<file path="src/sv/tbc_pkg.sv">
// ----------------------------------------------------------------------------
// TEA block cipher package
// Widths, register indexes, round constants and key bundle type.
// ----------------------------------------------------------------------------
package tbc_pkg;

   localparam int WORD_W      = 32;
   localparam int BLOCK_W     = 64;
   localparam int CSR_INDEX_W = 3;

   localparam int ROUNDS_DEFAULT = 32;

   localparam logic [WORD_W-1:0] DELTA = 32'h9e3779b9;

   // Register indexes of the configuration port.
   localparam logic [CSR_INDEX_W-1:0] CSR_KEY_WORD0 = 3'd0;
   localparam logic [CSR_INDEX_W-1:0] CSR_KEY_WORD1 = 3'd1;
   localparam logic [CSR_INDEX_W-1:0] CSR_KEY_WORD2 = 3'd2;
   localparam logic [CSR_INDEX_W-1:0] CSR_KEY_WORD3 = 3'd3;

   // Operation codes.
   localparam logic OP_ENCRYPT = 1'b0;
   localparam logic OP_DECRYPT = 1'b1;

   typedef struct packed {
      logic [WORD_W-1:0] word0;
      logic [WORD_W-1:0] word1;
      logic [WORD_W-1:0] word2;
      logic [WORD_W-1:0] word3;
   } key_type;

   // Round sum count*delta modulo 2^32, evaluated at elaboration only.
   function automatic logic [WORD_W-1:0] round_sum(input int unsigned count);
      logic [2*WORD_W-1:0] product;
      product = (2*WORD_W)'(count) * (2*WORD_W)'(DELTA);
      return product[WORD_W-1:0];
   endfunction

endpackage

</file>
<file path="src/sv/tbc_half_round.sv">
// ----------------------------------------------------------------------------
// TEA half-round stage
// One registered half of a Feistel cycle, for either direction.
// ----------------------------------------------------------------------------
module tbc_half_round #(
   parameter logic [tbc_pkg::WORD_W-1:0] SUM_ENC = tbc_pkg::DELTA,
   parameter logic [tbc_pkg::WORD_W-1:0] SUM_DEC = tbc_pkg::DELTA,
   parameter bit                         SECOND  = 1'b0
) (
   input  logic                          clock,
   input  logic                          reset,
   input  logic                          enable,
   input  tbc_pkg::key_type              key,
   input  logic                          valid_i,
   input  logic                          op_i,
   input  logic [tbc_pkg::BLOCK_W-1:0]   block_i,
   output logic                          valid_o,
   output logic                          op_o,
   output logic [tbc_pkg::BLOCK_W-1:0]   block_o
);

   localparam int W = tbc_pkg::WORD_W;

   logic                        valid_ff, valid_in;
   logic                        op_ff;
   logic [tbc_pkg::BLOCK_W-1:0] block_ff, block_in;

   logic          upper;
   logic [W-1:0]  src, dst, key_l, key_r, sum, mix, res;

   // Encryption updates the upper word first; decryption walks the cycle
   // backwards and updates the lower word first.
   always_comb begin
      if (op_i == tbc_pkg::OP_DECRYPT) begin
         upper = SECOND;
         sum   = SUM_DEC;
      end else begin
         upper = !SECOND;
         sum   = SUM_ENC;
      end
      src   = upper ? block_i[W-1:0] : block_i[2*W-1:W];
      dst   = upper ? block_i[2*W-1:W] : block_i[W-1:0];
      key_l = upper ? key.word0 : key.word2;
      key_r = upper ? key.word1 : key.word3;
      mix   = ((src << 4) + key_l) ^ (src + sum) ^ ((src >> 5) + key_r);
      res   = (op_i == tbc_pkg::OP_DECRYPT) ? (dst - mix) : (dst + mix);
      block_in = upper ? {res, src} : {src, res};
      valid_in = enable ? valid_i : valid_ff;
   end

   always_ff @(posedge clock) begin
      if (reset) begin
         valid_ff <= 1'b0;
      end else begin
         valid_ff <= valid_in;
      end
   end

   always_ff @(posedge clock) begin
      if (enable) begin
         op_ff    <= op_i;
         block_ff <= block_in;
      end
   end

   assign valid_o = valid_ff;
   assign op_o    = op_ff;
   assign block_o = block_ff;

endmodule

</file>
<file path="config.mk">
export PLATFORM = sky130hd
export DESIGN_NAME = tbc_half_round
export DESIGN_NICKNAME = d
export VERILOG_FILES = /design/src/sv/tbc_pkg.sv /design/src/sv/tbc_half_round.sv
export SDC_FILE = /design/constraint.sdc
export NUM_CORES = 1
export LEC_CHECK = 0
export BUFFER_PORTS_ARGS = -buffer_cell sky130_fd_sc_hd__buf_2
export CAP_MARGIN = 25
export CORE_AREA = 4 4 158 160
export CTS_CLUSTER_SIZE = 40
export DETAILED_ROUTE_END_ITERATION = 8
export DIE_AREA = 0 0 162 164
export PLACE_DENSITY = 0.72
export SETUP_SLACK_MARGIN = 0.2
export SLEW_MARGIN = 20
export SYNTH_ARGS = -nofsm -noshare
export SYNTH_HDL_FRONTEND = slang
export SYNTH_SLANG_ARGS = --single-unit
export TNS_END_PERCENT = 5
</file>
<file path="constraint.sdc">
create_clock -name clock -period 11.2 [get_ports clock]
set_input_delay 1.12 -clock clock [delete_from_list [all_inputs] [get_ports clock]]
set_output_delay 1.12 -clock clock [all_outputs]
set_load 0.02 [all_outputs]
</file>
==> flow_summary.json, run 1 <==
{
  "outcome": "complete, no violations",
  "r2r-start": "valid_o",
  "pwr_density_cell_nw_per_um2": 229,
  "crit_path_end_kind": "flop",
  "cts-htree-levels": 3,
  "ir_worst_vdd_mv": 0.116,
  "track_usage_pct": 22.7,
  "worst_pin_slew_ns": 0.814,
  "tns_ns": 0,
  "die_w_um": 162,
  "detail-route-antenna-nets": 0,
  "cts_tree": "built",
  "clock-sinks": 66,
  "slowest_delay_ns": 0.58,
  "drv_slew": 0,
  "die_area_um2": 26600,
  "path_clk_slew_ns": 0.05,
  "port_buffers": 262,
  "r2r-end": "valid_o",
  "n_fill_cell": 2260,
  "grt_overflow": 0,
  "critPathBufInv": 3,
  "syn_area_um2": 10500,
  "total_power_uw": 2830,
  "root_buffer": "clkbuf_16",
  "switchingPower_uw": 1330,
  "wl_per_cell_um": 17.6,
  "period_needed_ns": 8.02,
  "endpoint": "block_o[63]",
  "yosysTopAreaCell": "edfxtp_1",
  "relSlewSlack_pct": 45.7,
  "die_y_um": 164,
  "dr.pass1.iters": 5,
  "ys_seq_area_share_pct": 18.8,
  "crit_type": "primary input to flop",
  "place_congestion": 0.976,
  "layout-drive-gt1-share_pct": 27.7,
  "grt_pass1_vias": 9354,
  "antenna_found_initial": 9,
  "fmax_mhz": 125,
  "clock_latency_ns": 0.32,
  "drt_iter0_markers": 1005,
  "synth_area_leaders": "edfxtp_1 (19%), xnor2_1 (12%), ha_1 (10%), mux2_2 (10%), a21oi_1 (4.8%)",
  "combPwrFrac_pct": 73.9,
  "final_cells": 1786,
  "r2r_slack_ns": 10.62,
  "yosys_warnings": 0,
  "rows": 56,
  "synth_area_per_cell_um2": 8.62,
  "startpoint_type": "primary input",
  "grt_max_degree": 141,
  "cts.repair.resized": 0,
  "post-route-period-util_pct": 71.6,
  "final_cell_mix": "buf_2 (261), xnor2_1 (145), a21oi_1 (100)",
  "fin_ws_ns": 3.18,
  "ys_types": 85,
  "layout_commonest_cell": "buf_2",
  "area_delta_synth_final_pct": 17.6,
  "ys_ff_latch": 66,
  "drcViolationCount": 0,
  "drt-vias-per-instance": 5.64,
  "num_io_pins": 263,
  "grt_pass1_wl_mm": 48.9,
  "p_sw_share_pct": 47.1,
  "wirelength_mm": 31.5,
  "worst_ep_arrival_time_ns": 8.09,
  "cpMaxStageDelayCell": "clkbuf_8",
  "async_reset_ff_share_pct": 0,
  "seq_power_share_pct": 16.2,
  "clock_path_buffers": 2,
  "min_delay_path_depth": 2,
  "ff2ff_path_depth": 2,
  "cap_violations": 0,
  "synth-main-ff-cell": "edfxtp_1",
  "worst-path-stages": 26,
  "cpLargestDelayFamily": "compound AO/OA/AOI/OAI gates",
  "numCtsBuffers": 9,
  "setup_viol": 0,
  "vias": 10077,
  "dpl_worst_slack_ns": 3.04,
  "placed_cells": 1761,
  "core_um2": 23400,
  "p_leak_uw": 0.00531,
  "finish.utilization_pct": 52.8,
  "cp_common_cell": "xnor2_1",
  "hp-class": "flop to flop",
  "worstPathRequired_ns": 11.27,
  "synthesis.nets": 1505,
  "cts_setup_buffers": 0,
  "startpoint": "op_i",
  "rsz0062_at_grt": "false",
  "nets": 1740,
  "place.detailed.hpwl_mm": 26.5,
  "syn_inst": 1218,
  "start_util_pct": 44.9,
  "skew_ns": 0,
  "hold_violations": 0,
  "synth.top_cell.area_share_pct": 18.6,
  "p_int_uw": 1500,
  "p_clk_share_pct": 9.8,
  "synth_edf_count": 65,
  "path_max_fanout": 140,
  "ctsHoldBuffers": 0
}
[worst min path at each step]
stage	end	from
2_1_floorplan	valid_o	valid_o
3_3_place_gp	valid_o	valid_o
3_5_place_dp	valid_o	valid_o
4_1_cts	valid_o	valid_o
5_1_grt	valid_o	valid_o
6_report	valid_o	valid_o
[cell type report]
class | count | area [um2] | share of cell area [%]
Multi-Input combinational cell | 1076 | 8160 | 66.1
Sequential cell | 66 | 1970 | 16.0
Timing Repair Buffer | 265 | 1360 | 11.0
Tap cell | 319 | 399 | 3.23
Clock buffer | 14 | 274 | 2.22
Inverter | 35 | 131 | 1.06
Clock inverter | 2 | 35.0 | 0.284
Antenna cell | 9 | 22.5 | 0.182
[stage by stage]
stage,hold slack [ns],cell area (um2)
2_1_floorplan,0.579,10500
3_3_place_gp,0.470,12000
3_5_place_dp,0.478,12000
4_1_cts,0.493,12300
5_1_grt,0.567,12300
6_report,0.489,12300
[routing by layer]
metal	global-route usage (%)	wire [um]	vias up
li1	-	-	4990
met1	34.7	15400	4668
met2	33.8	13500	389
met3	1.96	2030	30
met4	7.15	524	0
met5	0	0	-
[cells in the mapped netlist, types with 4 or more instances]
cell type  number
o31a_1          5
o31ai_1         9
nand4_1         9
nor4_1          6
mux2_2         95
nand2b_1       21
a21oi_1       100
and3_1          8
xor2_1         49
buf_1           6
nor3b_1         6
clkbuf_1       25
a21boi_0        4
nand2_1        99
ha_1           87
o21ai_0        90
nand3_1        19
nor2b_1        12
mux2i_1        13
or3_1           4
inv_1          35
xnor2_1       145
a41oi_1         4
o22ai_1         4
xnor3_1         8
buf_6           4
nor2_1         70
a211oi_1       10
a211o_1         8
and2_1          5
nor3_1         22
o211ai_1       14
or2_2           8
a21o_1         32
nor4b_1         5
a31oi_1        17
edfxtp_1       65
o21bai_1       16
o21a_1          9
nand3b_1        4
buf_8           5
[sequential cells by signal (all words and copies together) (netlist names)]
signal	flops
block_o	64
op_o	1
valid_o	1
[kinds of logic after synthesis]
kind of cell	count (synthesis)	synth area share, %
buf+inv	76	3.55
xor+xnor	204	18.2
flops	66	18.8
fa+ha+maj	90	10.9
simple gates	308	14.6
compound gates	363	22.1
mux	111	11.8
[power by group through the flow]
stage                     Clock [uW]  Sequential, uW  Combinational (uW)
final                            278             459                2090
after global routing             297             470                2300
after CTS                        283             462                2070
after detailed placement           0             466                2060
after global placement             0             467                2040
after floorplan                    0             611                1450
[worst register-to-register path: stages, from the launching register on]
cell     delay (ns)
dfxtp_1        0.30
mux2i_1        0.12
nor2_1         0.05
(Power assumes the default switching activity.)
==> run 2, diff against run 1 <==
==> constraint.sdc (replaced) <==
create_clock -name clock -period 7.65 [get_ports clock]
set_input_delay 0.765 -clock clock [delete_from_list [all_inputs] [get_ports clock]]
set_output_delay 0.765 -clock clock [all_outputs]
set_load 0.02 [all_outputs]
==> flow_summary.json, run 2 (synthesis results as in run 1) <==
{
  "ff2ff_path_depth": 2,
  "area_delta_synth_final_pct": 19.3,
  "layout_commonest_cell": "buf_2",
  "skew_ns": 0,
  "drt-vias-per-instance": 5.65,
  "die_w_um": 162,
  "dr.pass1.iters": 6,
  "wl_per_cell_um": 17.9,
  "rows": 56,
  "dpl_worst_slack_ns": 0.430,
  "slowest_delay_ns": 0.55,
  "vias": 10147,
  "cp_common_cell": "xnor2_1",
  "grt_max_degree": 72,
  "r2r-end": "valid_o",
  "cts.repair.resized": 0,
  "hold_violations": 0,
  "core_um2": 23400,
  "drt_iter0_markers": 1018,
  "cpLargestDelayFamily": "compound AO/OA/AOI/OAI gates",
  "rsz0062_at_grt": "false",
  "cap_violations": 0,
  "hp-class": "flop to flop",
  "grt_pass1_wl_mm": 50.2,
  "numCtsBuffers": 9,
  "final_cells": 1797,
  "wirelength_mm": 32.2,
  "post-route-period-util_pct": 90.8,
  "fin_ws_ns": 0.703,
  "die_area_um2": 26600,
  "finish.utilization_pct": 53.5,
  "tns_ns": 0,
  "antenna_found_initial": 13,
  "endpoint": "block_o[63]",
  "ir_worst_vdd_mv": 0.196,
  "placed_cells": 1768,
  "startpoint": "op_i",
  "path_max_fanout": 71,
  "track_usage_pct": 23.4,
  "cts_setup_buffers": 0,
  "die_y_um": 164,
  "largest_reg_flops": 64,
  "place.detailed.hpwl_mm": 27.2,
  "setup_viol": 0,
  "pwr_density_cell_nw_per_um2": 335,
  "drv_slew": 0,
  "layout-drive-gt1-share_pct": 29.0,
  "outcome": "complete, no violations",
  "worst_pin_slew_ns": 0.803,
  "clock_latency_ns": 0.32,
  "cts-htree-levels": 3,
  "start_util_pct": 44.9,
  "clock-sinks": 66,
  "detail-route-antenna-nets": 0,
  "period_needed_ns": 6.95,
  "cpMaxStageDelayCell": "mux2i_2",
  "root_buffer": "clkbuf_16",
  "r2r-start": "valid_o",
  "path_clk_slew_ns": 0.06,
  "port_buffers": 262,
  "worst_ep_arrival_time_ns": 7.02,
  "cts_tree": "built",
  "r2r_slack_ns": 7.07,
  "ctsHoldBuffers": 0,
  "place_congestion": 0.941,
  "worstPathRequired_ns": 7.72,
  "crit_type": "primary input to flop",
  "final_cell_mix": "buf_2 (261), xnor2_1 (144), nand2_1 (99), a21oi_1 (99), mux2_2 (94)",
  "startpoint_type": "primary input",
  "relSlewSlack_pct": 46.5,
  "fmax_mhz": 144,
  "critPathBufInv": 2,
  "grt_pass1_vias": 9467,
  "p_leak_uw": 0.00537,
  "num_io_pins": 263,
  "crit_path_end_kind": "flop",
  "grt_overflow": 0,
  "drcViolationCount": 0,
  "nets": 1747,
  "clock_path_buffers": 2,
  "worst-path-stages": 26
}
run 2: tightest hold or removal path, stage by stage (launching register included):
cell and delay (ns):
dfxtp_1 0.32, mux2i_1 0.06, nor2_1 0.07
run 2: area by class of cell:
cell class | instances | area [um2]
diodes | 13 | 32.5
clock buffers | 10 | 239
clock inverters | 6 | 66.3
fillers | 2260 | 10900
inverters | 35 | 131
multi-input cells | 1076 | 8270
flip-flops and latches | 66 | 1970
well taps | 319 | 399
repair buffers | 272 | 1420
run 2: stage by stage:
| stage | power (uW) | area [um2] | hold WS, ns |
|---|---|---|---|
| after global placement | 3730 | 12200 | 0.471 |
| after global routing | 4560 | 12500 | 0.510 |
| after floorplan | 3070 | 10700 | 0.579 |
| after detailed placement | 3760 | 12200 | 0.486 |
| final | 4200 | 12500 | 0.492 |
| after CTS | 4180 | 12500 | 0.501 |
run 2: worst min-delay path by stage:
stage,slack [ns],startpoint,to,depth (start not counted)
detailed placement,0.49,valid_o,valid_o,2
finish,0.49,valid_o,valid_o,2
floorplan,0.58,valid_o,valid_o,2
global placement,0.47,valid_o,valid_o,2
global route,0.51,valid_o,valid_o,2
CTS,0.50,valid_o,valid_o,2
run 2: power breakdown:
part	total (uW)	switching [uW]	internal (uW)
logic	3120	1820	1300
clock network	402	142	260
registers	673	34.3	639
run 2: routing by layer:
metal	part of all wire (%)	track usage, %	vias to the layer above
met5	0	0	-
met4	2.4	8.00	0
met3	8.1	2.63	48
met2	42	34.4	446
met1	47	35.5	4639
li1	-	-	5014
==> run 3, diff against run 2 <==
--- a/config.mk
+++ b/config.mk
@@ -5,13 +5,14 @@
 export SDC_FILE = /design/constraint.sdc
 export NUM_CORES = 1
 export LEC_CHECK = 0
+export ABC_AREA = 1
 export BUFFER_PORTS_ARGS = -buffer_cell sky130_fd_sc_hd__buf_2
 export CAP_MARGIN = 25
-export CORE_AREA = 4 4 158 160
+export CORE_AREA = 4 4 174 176
 export CTS_CLUSTER_SIZE = 40
 export DETAILED_ROUTE_END_ITERATION = 8
-export DIE_AREA = 0 0 162 164
-export PLACE_DENSITY = 0.72
+export DIE_AREA = 0 0 178 180
+export PLACE_DENSITY = 0.7
 export SETUP_SLACK_MARGIN = 0.2
 export SLEW_MARGIN = 20
 export SYNTH_ARGS = -nofsm -noshare
==> flow_summary.json, run 3 <==
{
  "ctsHoldBuffers": 0,
  "worst_pin_slew_ns": 0.816,
  "die_y_um": 180,
  "relSlewSlack_pct": 45.6,
  "fmax_mhz": 157,
  "die_area_um2": 32000,
  "yosys_warnings": 0,
  "place.detailed.hpwl_mm": 40.0,
  "root_buffer": "clkbuf_16",
  "wirelength_mm": 46.3,
  "path_clk_slew_ns": 0.06,
  "layout_commonest_cell": "nand2_1",
  "vias": 15305,
  "track_usage_pct": 27.3,
  "r2r-start": "valid_o",
  "cp_common_cell": "nand2_1",
  "cap_violations": 0,
  "crit_path_end_kind": "flop",
  "slowest_delay_ns": 0.41,
  "dpl_worst_slack_ns": 0.984,
  "antenna_found_initial": 0,
  "grt_pass1_vias": 13801,
  "final_cell_mix": "nand2_1 (913), buf_2 (261), inv_1 (246)",
  "cts-htree-levels": 3,
  "tns_ns": 0,
  "worst_ep_arrival_time_ns": 6.48,
  "syn_area_um2": 12800,
  "pwr_density_cell_nw_per_um2": 226,
  "cts_setup_buffers": 0,
  "cts.repair.resized": 0,
  "path_max_fanout": 67,
  "clock_path_buffers": 2,
  "hp-class": "flop to flop",
  "largest_reg_flops": 64,
  "grt_max_degree": 75,
  "place_congestion": 1.00,
  "ff2ff_path_depth": 2,
  "yosysMostFrequentCell": "nand2_1",
  "drcViolationCount": 0,
  "ys_ff_latch": 66,
  "grt_pass1_wl_mm": 70.1,
  "dr.pass1.iters": 5,
  "drv_slew": 0,
  "setup_viol": 0,
  "synth.top_cell.area_share_pct": 26.7,
  "outcome": "complete, no violations",
  "synth_edf_count": 65,
  "endpoint": "block_o[31]",
  "clock-sinks": 66,
  "post-route-period-util_pct": 83.4,
  "hold_violations": 0,
  "wl_per_cell_um": 16.0,
  "antenna_cells": 0,
  "startpoint": "op_i",
  "synth_area_per_cell_um2": 5.67,
  "ys_seq_area_share_pct": 15.4,
  "total_power_uw": 3350,
  "core_um2": 28600,
  "drt_iter0_markers": 1205,
  "r2r-end": "valid_o",
  "ys_types": 50,
  "grt_overflow": 0,
  "nets": 2793,
  "min_delay_path_depth": 2,
  "port_buffers": 262,
  "ir_worst_vdd_mv": 0.0989,
  "start_util_pct": 44.8,
  "startpoint_type": "primary input",
  "period_needed_ns": 6.38,
  "num_io_pins": 263,
  "min-delay-start": "valid_o",
  "yosysTopAreaCell": "nand2_1",
  "syn_inst": 2260,
  "drt-vias-per-instance": 5.29,
  "detail-route-antenna-nets": 0,
  "p_leak_uw": 0.00816,
  "fin_ws_ns": 1.27,
  "rsz0062_at_grt": "false",
  "numCtsBuffers": 9,
  "synthTopCellsByCount": "nand2_1 (913), inv_1 (246), nand3_1 (190), nor2_1 (163), o21ai_0 (121)",
  "clock_latency_ns": 0.33,
  "async_reset_ff_share_pct": 0,
  "synth_area_leaders": "nand2_1 (27%), edfxtp_1 (15%), ha_1 (8.5%), nand3_1 (7.4%), inv_1 (7.2%)",
  "worstPathRequired_ns": 7.75,
  "skew_ns": 0,
  "cts_tree": "built",
  "die_w_um": 178,
  "synth-main-ff-cell": "edfxtp_1",
  "cpMaxStageDelayCell": "inv_6",
  "synthesis.nets": 2547,
  "crit_type": "primary input to flop",
  "layout-drive-gt1-share_pct": 15.4,
  "r2r_slack_ns": 7.07,
  "rows": 62,
  "area_delta_synth_final_pct": 15.3
}
-- run 3: cell count changes in the layout (fill, tap and decap cells not counted), moves of 25 or more --
| cell | delta |
|---|---|
| a21o_1 | -25 |
| inv_1 | +211 |
| mux2_2 | -94 |
| nand2_1 | +814 |
| nand2_2 | +39 |
| nand3_1 | +171 |
| nand4_1 | +25 |
| nor2_1 | +93 |
| o21ai_0 | +31 |
| xnor2_1 | -109 |
-- run 3: worst min-delay path by stage --
| stage | endpoint | slack [ns] |
|---|---|---|
| after CTS | valid_o | 0.50 |
| after detailed placement | valid_o | 0.49 |
| final | valid_o | 0.49 |
| after global routing | valid_o | 0.53 |
| after global placement | valid_o | 0.47 |
| after floorplan | valid_o | 0.58 |
-- run 3: cell type report --
class	instances	area, um2
Clock buffer	11	233
Clock inverter	4	43.8
Timing Repair Buffer	275	1430
Inverter	255	962
Sequential cell	66	1970
Fill cell	3035	13800
Tap cell	384	480
Multi-Input combinational cell	1899	9670
-- run 3: logic make-up after synthesis --
logic type / share of synthesized area [%]
muxes: 0.312
AOI/OAI and AO/OA: 12.2
and+or+nand+nor: 47.5
DFF: 15.4
buffers and inverters: 9.24
xor gates and xnor gates: 6.39
adders and majority gates: 8.96
-- run 3: worst max-delay path, delay by kind of cell --
family,cells,cell delay [ns]
and+or+nand+nor,25,3.03
AOI/OAI and AO/OA,3,0.71
adders and majority gates,2,0.58
buffers and inverters,9,1.37
-- run 3: metrics by stage --
stage / hold WS, ns / cells / utilization [%] / area, um2
after floorplan: 0.579 / 2260 / - / 12800
after global placement: 0.473 / 2879 / 50.7 / 14500
after detailed placement: 0.488 / 2879 / 50.7 / 14500
after CTS: 0.498 / 2894 / 51.6 / 14800
after global routing: 0.532 / 2894 / 51.6 / 14800
final: 0.489 / 2894 / 51.6 / 14800
-- run 3: report_power, final --
group	internal [uW]	switching (uW)
combinational	802	1580
sequential	553	24.3
clock	248	141
total	1600	1740
-- run 3: layer usage --
layer	GRT usage [%]	wire length, um
met4	8.63	1360
met5	0	0
met2	43.8	20100
met3	2.04	3610
met1	38.9	21200
